[config.mk]
export PLATFORM = sky130hd
export DESIGN_NAME = monotonic_stack_next_greater_unit
export DESIGN_NICKNAME = d
export VERILOG_FILES = /design/src/sv/msng_pkg.sv /design/src/sv/msng_ram.sv /design/src/sv/msng_ctrl.sv /design/src/sv/msng_out_reg.sv /design/src/sv/monotonic_stack_next_greater_unit.sv
export SDC_FILE = /design/constraint.sdc
export NUM_CORES = 2
export LEC_CHECK = 0
export BUFFER_PORTS_ARGS = -buffer_cell sky130_fd_sc_hd__buf_2
export CELL_PAD_IN_SITES_DETAIL_PLACEMENT = 1
export CELL_PAD_IN_SITES_GLOBAL_PLACEMENT = 1
export CORE_UTILIZATION = 42
export CTS_CLUSTER_SIZE = 40
export DETAILED_ROUTE_END_ITERATION = 6
export PLACE_DENSITY_LB_ADDON = 0.1
export SLEW_MARGIN = 20
export SYNTH_ARGS = -nofsm -noshare
export SYNTH_HDL_FRONTEND = slang
export SYNTH_SLANG_ARGS = --single-unit
[constraint.sdc]
create_clock -name clk_i -period 6.1 [get_ports clk_i]
set_input_delay 0.915 -clock clk_i [delete_from_list [all_inputs] [get_ports clk_i]]
set_output_delay 0.915 -clock clk_i [all_outputs]
set_load 0.02 [all_outputs]
[src/sv/msng_pkg.sv]
// Shared constants and types for the next-greater-element stack unit.
package msng_pkg;

  localparam int unsigned STACK_DEPTH_DEF   = 32;
  localparam int unsigned POSITION_BITS_DEF = 16;
  localparam int unsigned VALUE_W           = 32;

  localparam logic [VALUE_W-1:0] NONE_VALUE = '1;

  typedef struct packed {
    logic found;
    logic overflow;
    logic done;
  } res_flags_t;

endpackage

[src/sv/msng_ram.sv]
// Generic single-port-write, single-port-read RAM with registered read data.
module msng_ram #(
  parameter int unsigned WIDTH = 48,
  parameter int unsigned DEPTH = 32
) (
  input  logic                     clk_i,
  input  logic                     we_i,
  input  logic [$clog2(DEPTH)-1:0] waddr_i,
  input  logic [WIDTH-1:0]         wdata_i,
  input  logic                     re_i,
  input  logic [$clog2(DEPTH)-1:0] raddr_i,
  output logic [WIDTH-1:0]         rdata_o
);

  logic [WIDTH-1:0] mem_q [DEPTH];
  logic [WIDTH-1:0] rdata_q;

  always_ff @(posedge clk_i) begin
    if (we_i) begin
      mem_q[waddr_i] <= wdata_i;
    end
    if (re_i) begin
      rdata_q <= mem_q[raddr_i];
    end
  end

  assign rdata_o = rdata_q;

endmodule

[src/sv/msng_ctrl.sv]
// Stack sequencer: compare, pop, push and flush over the stack RAM.
module msng_ctrl #(
  parameter int unsigned STACK_DEPTH   = msng_pkg::STACK_DEPTH_DEF,
  parameter int unsigned POSITION_BITS = msng_pkg::POSITION_BITS_DEF
) (
  input  logic                                          clk_i,
  input  logic                                          rst_ni,
  input  logic                                          in_valid_i,
  output logic                                          in_ready_o,
  input  logic [msng_pkg::VALUE_W-1:0]                  in_value_i,
  input  logic                                          in_final_i,
  output logic                                          res_valid_o,
  input  logic                                          res_ready_i,
  output logic [msng_pkg::VALUE_W-1:0]                  res_element_o,
  output logic [POSITION_BITS-1:0]                      res_position_o,
  output logic [msng_pkg::VALUE_W-1:0]                  res_next_o,
  output msng_pkg::res_flags_t                          res_flags_o,
  output logic                                          ram_we_o,
  output logic [$clog2(STACK_DEPTH)-1:0]                ram_waddr_o,
  output logic [msng_pkg::VALUE_W+POSITION_BITS-1:0]    ram_wdata_o,
  output logic                                          ram_re_o,
  output logic [$clog2(STACK_DEPTH)-1:0]                ram_raddr_o,
  input  logic [msng_pkg::VALUE_W+POSITION_BITS-1:0]    ram_rdata_i,
  output logic [$clog2(STACK_DEPTH+1)-1:0]              count_o
);
  import msng_pkg::*;

  localparam int unsigned AW = $clog2(STACK_DEPTH);
  localparam int unsigned CW = $clog2(STACK_DEPTH + 1);

  typedef enum logic [2:0] {
    S_IDLE,
    S_CMP,
    S_PUSH,
    S_FRD,
    S_FEM
  } state_e;

  state_e                   state_q;
  logic [CW-1:0]            cnt_q;
  logic [POSITION_BITS-1:0] pctr_q;
  logic [POSITION_BITS-1:0] pos_q;
  logic [VALUE_W-1:0]       val_q;
  logic                     fin_q;

  logic [VALUE_W-1:0]       rd_val;
  logic [POSITION_BITS-1:0] rd_pos;
  logic                     top_less;
  logic                     has_room;
  logic [CW-1:0]            cnt_m1;
  logic [CW-1:0]            cnt_m2;

  assign rd_val   = ram_rdata_i[VALUE_W-1:0];
  assign rd_pos   = ram_rdata_i[VALUE_W+POSITION_BITS-1:VALUE_W];
  assign top_less = $signed(rd_val) < $signed(val_q);
  assign has_room = cnt_q < CW'(STACK_DEPTH);
  assign cnt_m1   = cnt_q - CW'(1);
  assign cnt_m2   = cnt_q - CW'(2);

  assign in_ready_o  = (state_q == S_IDLE);
  assign ram_waddr_o = cnt_q[AW-1:0];
  assign ram_wdata_o = {pos_q, val_q};
  assign count_o     = cnt_q;

  always_comb begin
    res_valid_o    = 1'b0;
    res_element_o  = rd_val;
    res_position_o = rd_pos;
    res_next_o     = NONE_VALUE;
    res_flags_o    = '0;
    ram_we_o       = 1'b0;
    ram_re_o       = 1'b0;
    ram_raddr_o    = cnt_m1[AW-1:0];
    unique case (state_q)
      S_IDLE: begin
        ram_re_o = in_valid_i && (cnt_q != '0);
      end
      S_CMP: begin
        if (top_less) begin
          res_valid_o       = 1'b1;
          res_next_o        = val_q;
          res_flags_o.found = 1'b1;
          ram_re_o          = res_ready_i && (cnt_q > CW'(1));
          ram_raddr_o       = cnt_m2[AW-1:0];
        end
      end
      S_PUSH: begin
        if (has_room) begin
          ram_we_o = 1'b1;
        end else begin
          res_valid_o          = 1'b1;
          res_element_o        = val_q;
          res_position_o       = pos_q;
          res_flags_o.overflow = 1'b1;
        end
      end
      S_FRD: begin
        ram_re_o = 1'b1;
      end
      S_FEM: begin
        res_valid_o      = 1'b1;
        res_flags_o.done = (cnt_q == CW'(1));
        ram_re_o         = res_ready_i && (cnt_q > CW'(1));
        ram_raddr_o      = cnt_m2[AW-1:0];
      end
      default: begin
        res_valid_o = 1'b0;
      end
    endcase
  end

  always_ff @(posedge clk_i or negedge rst_ni) begin
    if (!rst_ni) begin
      state_q <= S_IDLE;
      cnt_q   <= '0;
      pctr_q  <= '0;
      pos_q   <= '0;
      val_q   <= '0;
      fin_q   <= 1'b0;
    end else begin
      unique case (state_q)
        S_IDLE: begin
          if (in_valid_i) begin
            val_q   <= in_value_i;
            fin_q   <= in_final_i;
            pos_q   <= pctr_q;
            pctr_q  <= in_final_i ? '0 : pctr_q + POSITION_BITS'(1);
            state_q <= (cnt_q != '0) ? S_CMP : S_PUSH;
          end
        end
        S_CMP: begin
          if (!top_less) begin
            state_q <= S_PUSH;
          end else if (res_ready_i) begin
            cnt_q   <= cnt_m1;
            state_q <= (cnt_q > CW'(1)) ? S_CMP : S_PUSH;
          end
        end
        S_PUSH: begin
          if (has_room) begin
            cnt_q   <= cnt_q + CW'(1);
            state_q <= fin_q ? S_FRD : S_IDLE;
          end else if (res_ready_i) begin
            state_q <= fin_q ? S_FRD : S_IDLE;
          end
        end
        S_FRD: begin
          state_q <= S_FEM;
        end
        S_FEM: begin
          if (res_ready_i) begin
            cnt_q   <= cnt_m1;
            state_q <= (cnt_q > CW'(1)) ? S_FEM : S_IDLE;
          end
        end
        default: begin
          state_q <= S_IDLE;
        end
      endcase
    end
  end

endmodule

[src/sv/msng_out_reg.sv]
// Output register between the sequencer and the result stream.
module msng_out_reg #(
  parameter int unsigned POSITION_BITS = msng_pkg::POSITION_BITS_DEF
) (
  input  logic                         clk_i,
  input  logic                         rst_ni,
  input  logic                         load_i,
  output logic                         ready_o,
  input  logic [msng_pkg::VALUE_W-1:0] element_i,
  input  logic [POSITION_BITS-1:0]     position_i,
  input  logic [msng_pkg::VALUE_W-1:0] next_i,
  input  msng_pkg::res_flags_t         flags_i,
  output logic                         valid_o,
  input  logic                         taken_i,
  output logic [msng_pkg::VALUE_W-1:0] element_o,
  output logic [POSITION_BITS-1:0]     position_o,
  output logic [msng_pkg::VALUE_W-1:0] next_o,
  output msng_pkg::res_flags_t         flags_o
);
  import msng_pkg::*;

  logic                     valid_q;
  logic [VALUE_W-1:0]       element_q;
  logic [POSITION_BITS-1:0] position_q;
  logic [VALUE_W-1:0]       next_q;
  res_flags_t               flags_q;

  assign ready_o = !valid_q || taken_i;

  always_ff @(posedge clk_i or negedge rst_ni) begin
    if (!rst_ni) begin
      valid_q <= 1'b0;
    end else if (load_i && ready_o) begin
      valid_q <= 1'b1;
    end else if (taken_i) begin
      valid_q <= 1'b0;
    end
  end

  always_ff @(posedge clk_i) begin
    if (load_i && ready_o) begin
      element_q  <= element_i;
      position_q <= position_i;
      next_q     <= next_i;
      flags_q    <= flags_i;
    end
  end

  assign valid_o    = valid_q;
  assign element_o  = element_q;
  assign position_o = position_q;
  assign next_o     = next_q;
  assign flags_o    = flags_q;

endmodule

[src/sv/monotonic_stack_next_greater_unit.sv]
// Top level of the next-greater-element unit built on a monotonic stack.
//
// Input stream: one signed 32-bit value per request in s_axis_tdata, with
// s_axis_tlast on the final value of a sequence. Output stream: one result
// per settled element (element, position, next greater value), flags in
// m_axis_tuser and m_axis_tlast on the last result of the final request.
// A request with value v pops every stacked entry smaller than v, each popped
// entry leaves as a result with v as its next greater value; v is then pushed.
// With the stack full, v leaves at once with the overflow flag. On the final
// request the remaining entries leave top first with next greater -1.
// Per request the stack top is read from RAM and compared; each pop reads the
// next entry, and a compare that does not pop leads to the push. A final
// request then reads and emits each remaining entry. RAM read data is
// registered. A stall on m_axis_tready holds the output register and freezes
// the sequencer; new requests wait until the current one is fully done.
// Reset empties the stack and zeroes the position counter; no RAM clearing
// is needed.
module monotonic_stack_next_greater_unit #(
  parameter int unsigned STACK_DEPTH   = msng_pkg::STACK_DEPTH_DEF,
  parameter int unsigned POSITION_BITS = msng_pkg::POSITION_BITS_DEF
) (
  input  logic                                              clk_i,
  input  logic                                              rst_ni,
  input  logic                                              s_axis_tvalid,
  output logic                                              s_axis_tready,
  // [31:0] value
  input  logic [31:0]                                       s_axis_tdata,
  input  logic                                              s_axis_tlast,
  output logic                                              m_axis_tvalid,
  input  logic                                              m_axis_tready,
  // element, position, next_greater, zero padding to whole bytes
  output logic [((2*msng_pkg::VALUE_W+POSITION_BITS+7)/8)*8-1:0] m_axis_tdata,
  // [0] found, [1] overflow
  output logic [1:0]                                        m_axis_tuser,
  output logic                                              m_axis_tlast
);
  import msng_pkg::*;

  localparam int unsigned AW      = $clog2(STACK_DEPTH);
  localparam int unsigned CW      = $clog2(STACK_DEPTH + 1);
  localparam int unsigned EW      = VALUE_W + POSITION_BITS;
  localparam int unsigned TDATA_W = ((2 * VALUE_W + POSITION_BITS + 7) / 8) * 8;

  logic                     res_valid;
  logic                     res_ready;
  logic [VALUE_W-1:0]       res_element;
  logic [POSITION_BITS-1:0] res_position;
  logic [VALUE_W-1:0]       res_next;
  res_flags_t               res_flags;

  logic                     ram_we;
  logic [AW-1:0]            ram_waddr;
  logic [EW-1:0]            ram_wdata;
  logic                     ram_re;
  logic [AW-1:0]            ram_raddr;
  logic [EW-1:0]            ram_rdata;
  logic [CW-1:0]            stack_count;

  logic [VALUE_W-1:0]       out_element;
  logic [POSITION_BITS-1:0] out_position;
  logic [VALUE_W-1:0]       out_next;
  res_flags_t               out_flags;

  msng_ram #(
    .WIDTH (EW),
    .DEPTH (STACK_DEPTH)
  ) u_ram (
    .clk_i   (clk_i),
    .we_i    (ram_we),
    .waddr_i (ram_waddr),
    .wdata_i (ram_wdata),
    .re_i    (ram_re),
    .raddr_i (ram_raddr),
    .rdata_o (ram_rdata)
  );

  msng_ctrl #(
    .STACK_DEPTH   (STACK_DEPTH),
    .POSITION_BITS (POSITION_BITS)
  ) u_ctrl (
    .clk_i          (clk_i),
    .rst_ni         (rst_ni),
    .in_valid_i     (s_axis_tvalid),
    .in_ready_o     (s_axis_tready),
    .in_value_i     (s_axis_tdata),
    .in_final_i     (s_axis_tlast),
    .res_valid_o    (res_valid),
    .res_ready_i    (res_ready),
    .res_element_o  (res_element),
    .res_position_o (res_position),
    .res_next_o     (res_next),
    .res_flags_o    (res_flags),
    .ram_we_o       (ram_we),
    .ram_waddr_o    (ram_waddr),
    .ram_wdata_o    (ram_wdata),
    .ram_re_o       (ram_re),
    .ram_raddr_o    (ram_raddr),
    .ram_rdata_i    (ram_rdata),
    .count_o        (stack_count)
  );

  msng_out_reg #(
    .POSITION_BITS (POSITION_BITS)
  ) u_out_reg (
    .clk_i      (clk_i),
    .rst_ni     (rst_ni),
    .load_i     (res_valid),
    .ready_o    (res_ready),
    .element_i  (res_element),
    .position_i (res_position),
    .next_i     (res_next),
    .flags_i    (res_flags),
    .valid_o    (m_axis_tvalid),
    .taken_i    (m_axis_tready),
    .element_o  (out_element),
    .position_o (out_position),
    .next_o     (out_next),
    .flags_o    (out_flags)
  );

  assign m_axis_tdata = TDATA_W'({out_next, out_position, out_element});
  assign m_axis_tuser = {out_flags.overflow, out_flags.found};
  assign m_axis_tlast = out_flags.done;

  a_count_bound: assert property (@(posedge clk_i) disable iff (!rst_ni)
    stack_count <= CW'(STACK_DEPTH))
    else $error("stack count beyond depth");

  a_flags_exclusive: assert property (@(posedge clk_i) disable iff (!rst_ni)
    m_axis_tvalid |-> !(m_axis_tuser[0] && m_axis_tuser[1]))
    else $error("found and overflow both set");

  a_none_on_overflow: assert property (@(posedge clk_i) disable iff (!rst_ni)
    (m_axis_tvalid && m_axis_tuser[1]) |->
      (m_axis_tdata[2*VALUE_W+POSITION_BITS-1:VALUE_W+POSITION_BITS] == NONE_VALUE))
    else $error("overflow result without none marker");

  a_busy_after_accept: assert property (@(posedge clk_i) disable iff (!rst_ni)
    (s_axis_tvalid && s_axis_tready) |=> !s_axis_tready)
    else $error("request taken while previous one in work");

endmodule
==> summary.txt <==
P_int: 33.2 mW
DIE WIDTH: 428 um
Post-DP Area: 0.0815 mm^2
FP Rows: 156
Detail Route Antenna Nets: 0
Synth top area share: 65.6%
ratio of cells with drive above 1 in the final layout: 17.8%
run status: finished, final reports clean
CP endpoint kind: register
relative slew slack: 21.8%
final WL: 249,000 um
CTS tree: yes
Clock transition at path regs: 0.06 ns
die footprint: 0.183 mm^2
clock period minus final worst setup slack: 5.28 ns
# hold bufs at CTS: 0
PwrDens: 653 mW/mm^2
worst-case reg-to-reg path depth: 15
Tcrit/Tclk final: 86.5%
routed vias/inst: 6.09
WP data required: 6.69 ns
ys async rst share: 4.31%
IO Count: 122
worst reg2reg path endpoint: u_ram.rdata_o[4]
Final Non-Filler Cells: 7,696
synthesized instance count: 4,959
Starting Density: 42.3%
Syn Nets: 5,036
clock share of power: 19.9%
nets: 5,237
1st-pass router iterations: 5
fmax: 189 MHz
worst setup margin: 0.822 ns
peak supply drop: 0.561 mV
Max-Cap Viols: 0
number of synthesized flops with an enable pin: 1,667
# fillers: 17.3k
clk sink count: 1,742
Worst R2R Start: u_ctrl.val_q[10]
Syn. warnings: 0
flops & latches, synth: 1,742
Avg Cell Area, Syn: 15.4 um^2
RSZ-0062 raised after global routing: no
most frequent cell after synthesis: edfxtp_1
switch share: 42.0%
number of global-route vias before repair: 48.7k
Final Instance Area: 0.0877 mm^2
largest net degree at the start of global routing: 126
Mapped Area: 0.0763 mm^2
Worst-Skew Late Latency: 0.85 ns
Post-CTS Setup Bufs: 0
worst slew pin tran: 1.17 ns
P&R area growth vs syn: 14.8%
WS Path Type: register to register
initial drt markers: 4,443
Startpoint Class: register
number of port buffers: 121
via count: 46.9k
pre-CTS setup slack: 0.881 ns
Final setup viols: 0
GR Util All Layers: 27.0%
Reg2Reg Setup Slack: 0.82 ns
final setup TNS: 0 ns
core area: 0.181 mm^2
Seq/Total Area, Yosys: 68.0%
NetSw: 24.0 mW
Power Total: 57.2 mW
Area contributors post-synth: edfxtp_1, mux2i_1, mux4_2
Comb power frac: 51.4%
most frequent cells after synthesis: edfxtp_1, mux2i_1, nand2_1, a21oi_1, clkbuf_1
CP Data Arrival Time: 5.87 ns
Max Root-Sink Buffers: 3
GRT overflow: 0
clock root buffer: clkbuf_16
Final Skew: 0.0330 ns
Routed WL per cell: 32.4 um
Die Y: 428 um
top cell type by total area after synthesis: edfxtp_1
Final Max Tran Viols: 0
Placer Congestion: 0.812
Leak Pwr: 30.8 nW
fin util: 48.6%
CTS H-tree depth: 4
initial antenna violation count: 4
Synth Flop Type: edfxtp_1
placed insts: 7,339
Worst Hold Class: input pin to async pin
Flop pwr share: 28.8%
final hold vios: 0
first-pass GRT wire length: 355,000 um
worst hold margin: 0.230 ns
post-CTS sizing: 0
Detailed Place HPWL: 145,000 um
Distinct cells, synth: 65
crit-path max FO: 34
CTS Buf Count: 189
DRC Markers: 0
per-layer routing:
metal  wire (um)  part of all wire (%)  track usage, %
met5           0                     0               0
met3       12600                   5.1            3.58
met4        8130                   3.3            8.89
met1      109000                    44            37.2
met2      119000                    48            44.0
critical path, stage by stage, from the launching register on:
cell and delay (ns):
dfrtp_1 1.02, inv_1 0.19, ha_1 0.34, nand2_1 0.07, nor3_1 0.78, o2111ai_1 0.32, a31oi_1 0.24, buf_4 0.17
o211ai_4 0.18, o21a_1 0.39, nand2_4 0.18, buf_4 0.37, a211oi_1 0.08, o21ai_0 0.44, buf_4 0.21, a211oi_2 0.06
final cells by class:
cell class / count / area (um^2) / share of cell area, %
clock buffer: 265 / 5310 / 6.06
antenna: 2 / 5.00 / 0.00571
timing repair buffer: 377 / 3530 / 4.03
sequential: 1742 / 52000 / 59.3
multi-input combinational: 2808 / 22900 / 26.1
clock inverter: 90 / 807 / 0.921
inverter: 42 / 165 / 0.188
tap: 2370 / 2970 / 3.38
power by group through the flow:
stage	Combinational, mW	Clock [mW]	Sequential (mW)
after floorplan	18.2	0	16.8
after global placement	29.0	0	16.7
after detailed placement	29.3	0	16.7
after CTS	29.5	11.6	16.5
after global routing	31.2	12.0	16.5
final	29.4	11.4	16.5
cells in the final DEF (no fill, tap or decap), drive strengths merged, types with 5 or more instances in the layout:
cell type	instances
ha	40
inv	48
a31oi	49
o221ai	94
bufinv	11
nand4	9
o22ai	148
dfrtp	75
nor3	64
a21oi	219
nand3	18
or3	5
o21ai	140
nand2	356
nor2	108
xor2	12
mux2i	861
clkinv	72
mux2	97
nor2b	50
and3	5
mux4	96
edfxtp	1667
xnor2	7
a22oi	193
buf	377
clkbuf	265
a211oi	147
o21a	5
a21o	50
flip-flops by register name, summed over array words and instances (netlist names), 6 cells and up:
signal,flops
u_ctrl.count_o,6
u_ctrl.pctr_q,16
u_ctrl.pos_q,16
u_ctrl.val_q,32
u_out_reg.element_o,32
u_out_reg.next_o,32
u_out_reg.position_o,16
u_ram.mem_q,1536
u_ram.rdata_o,48
cells by family after synthesis:
group	after synthesis	share of synthesized area [%]
flip-flops	1742	68.0
buffers and inverters	409	2.51
XOR/XNOR	19	0.218
AO/OA/AOI/OAI	1063	9.47
adder cells (fa/ha/maj)	40	0.656
multiplexers	1054	15.6
AND/OR/NAND/NOR	632	3.56
how the worst max path moves through the flow:
stage / startpoint / end / slack (ns)
floorplan: u_ctrl.val_q[23] / u_ram.rdata_o[0] / 0.26
global placement: u_ctrl.val_q[10] / u_ram.rdata_o[39] / 1.00
detailed placement: u_ctrl.val_q[10] / u_ram.rdata_o[39] / 0.88
CTS: u_ctrl.val_q[10] / u_ram.rdata_o[39] / 0.91
global route: u_ctrl.val_q[10] / u_ram.rdata_o[13] / 0.63
finish: u_ctrl.val_q[10] / u_ram.rdata_o[4] / 0.82
(Power assumes the default switching activity.)
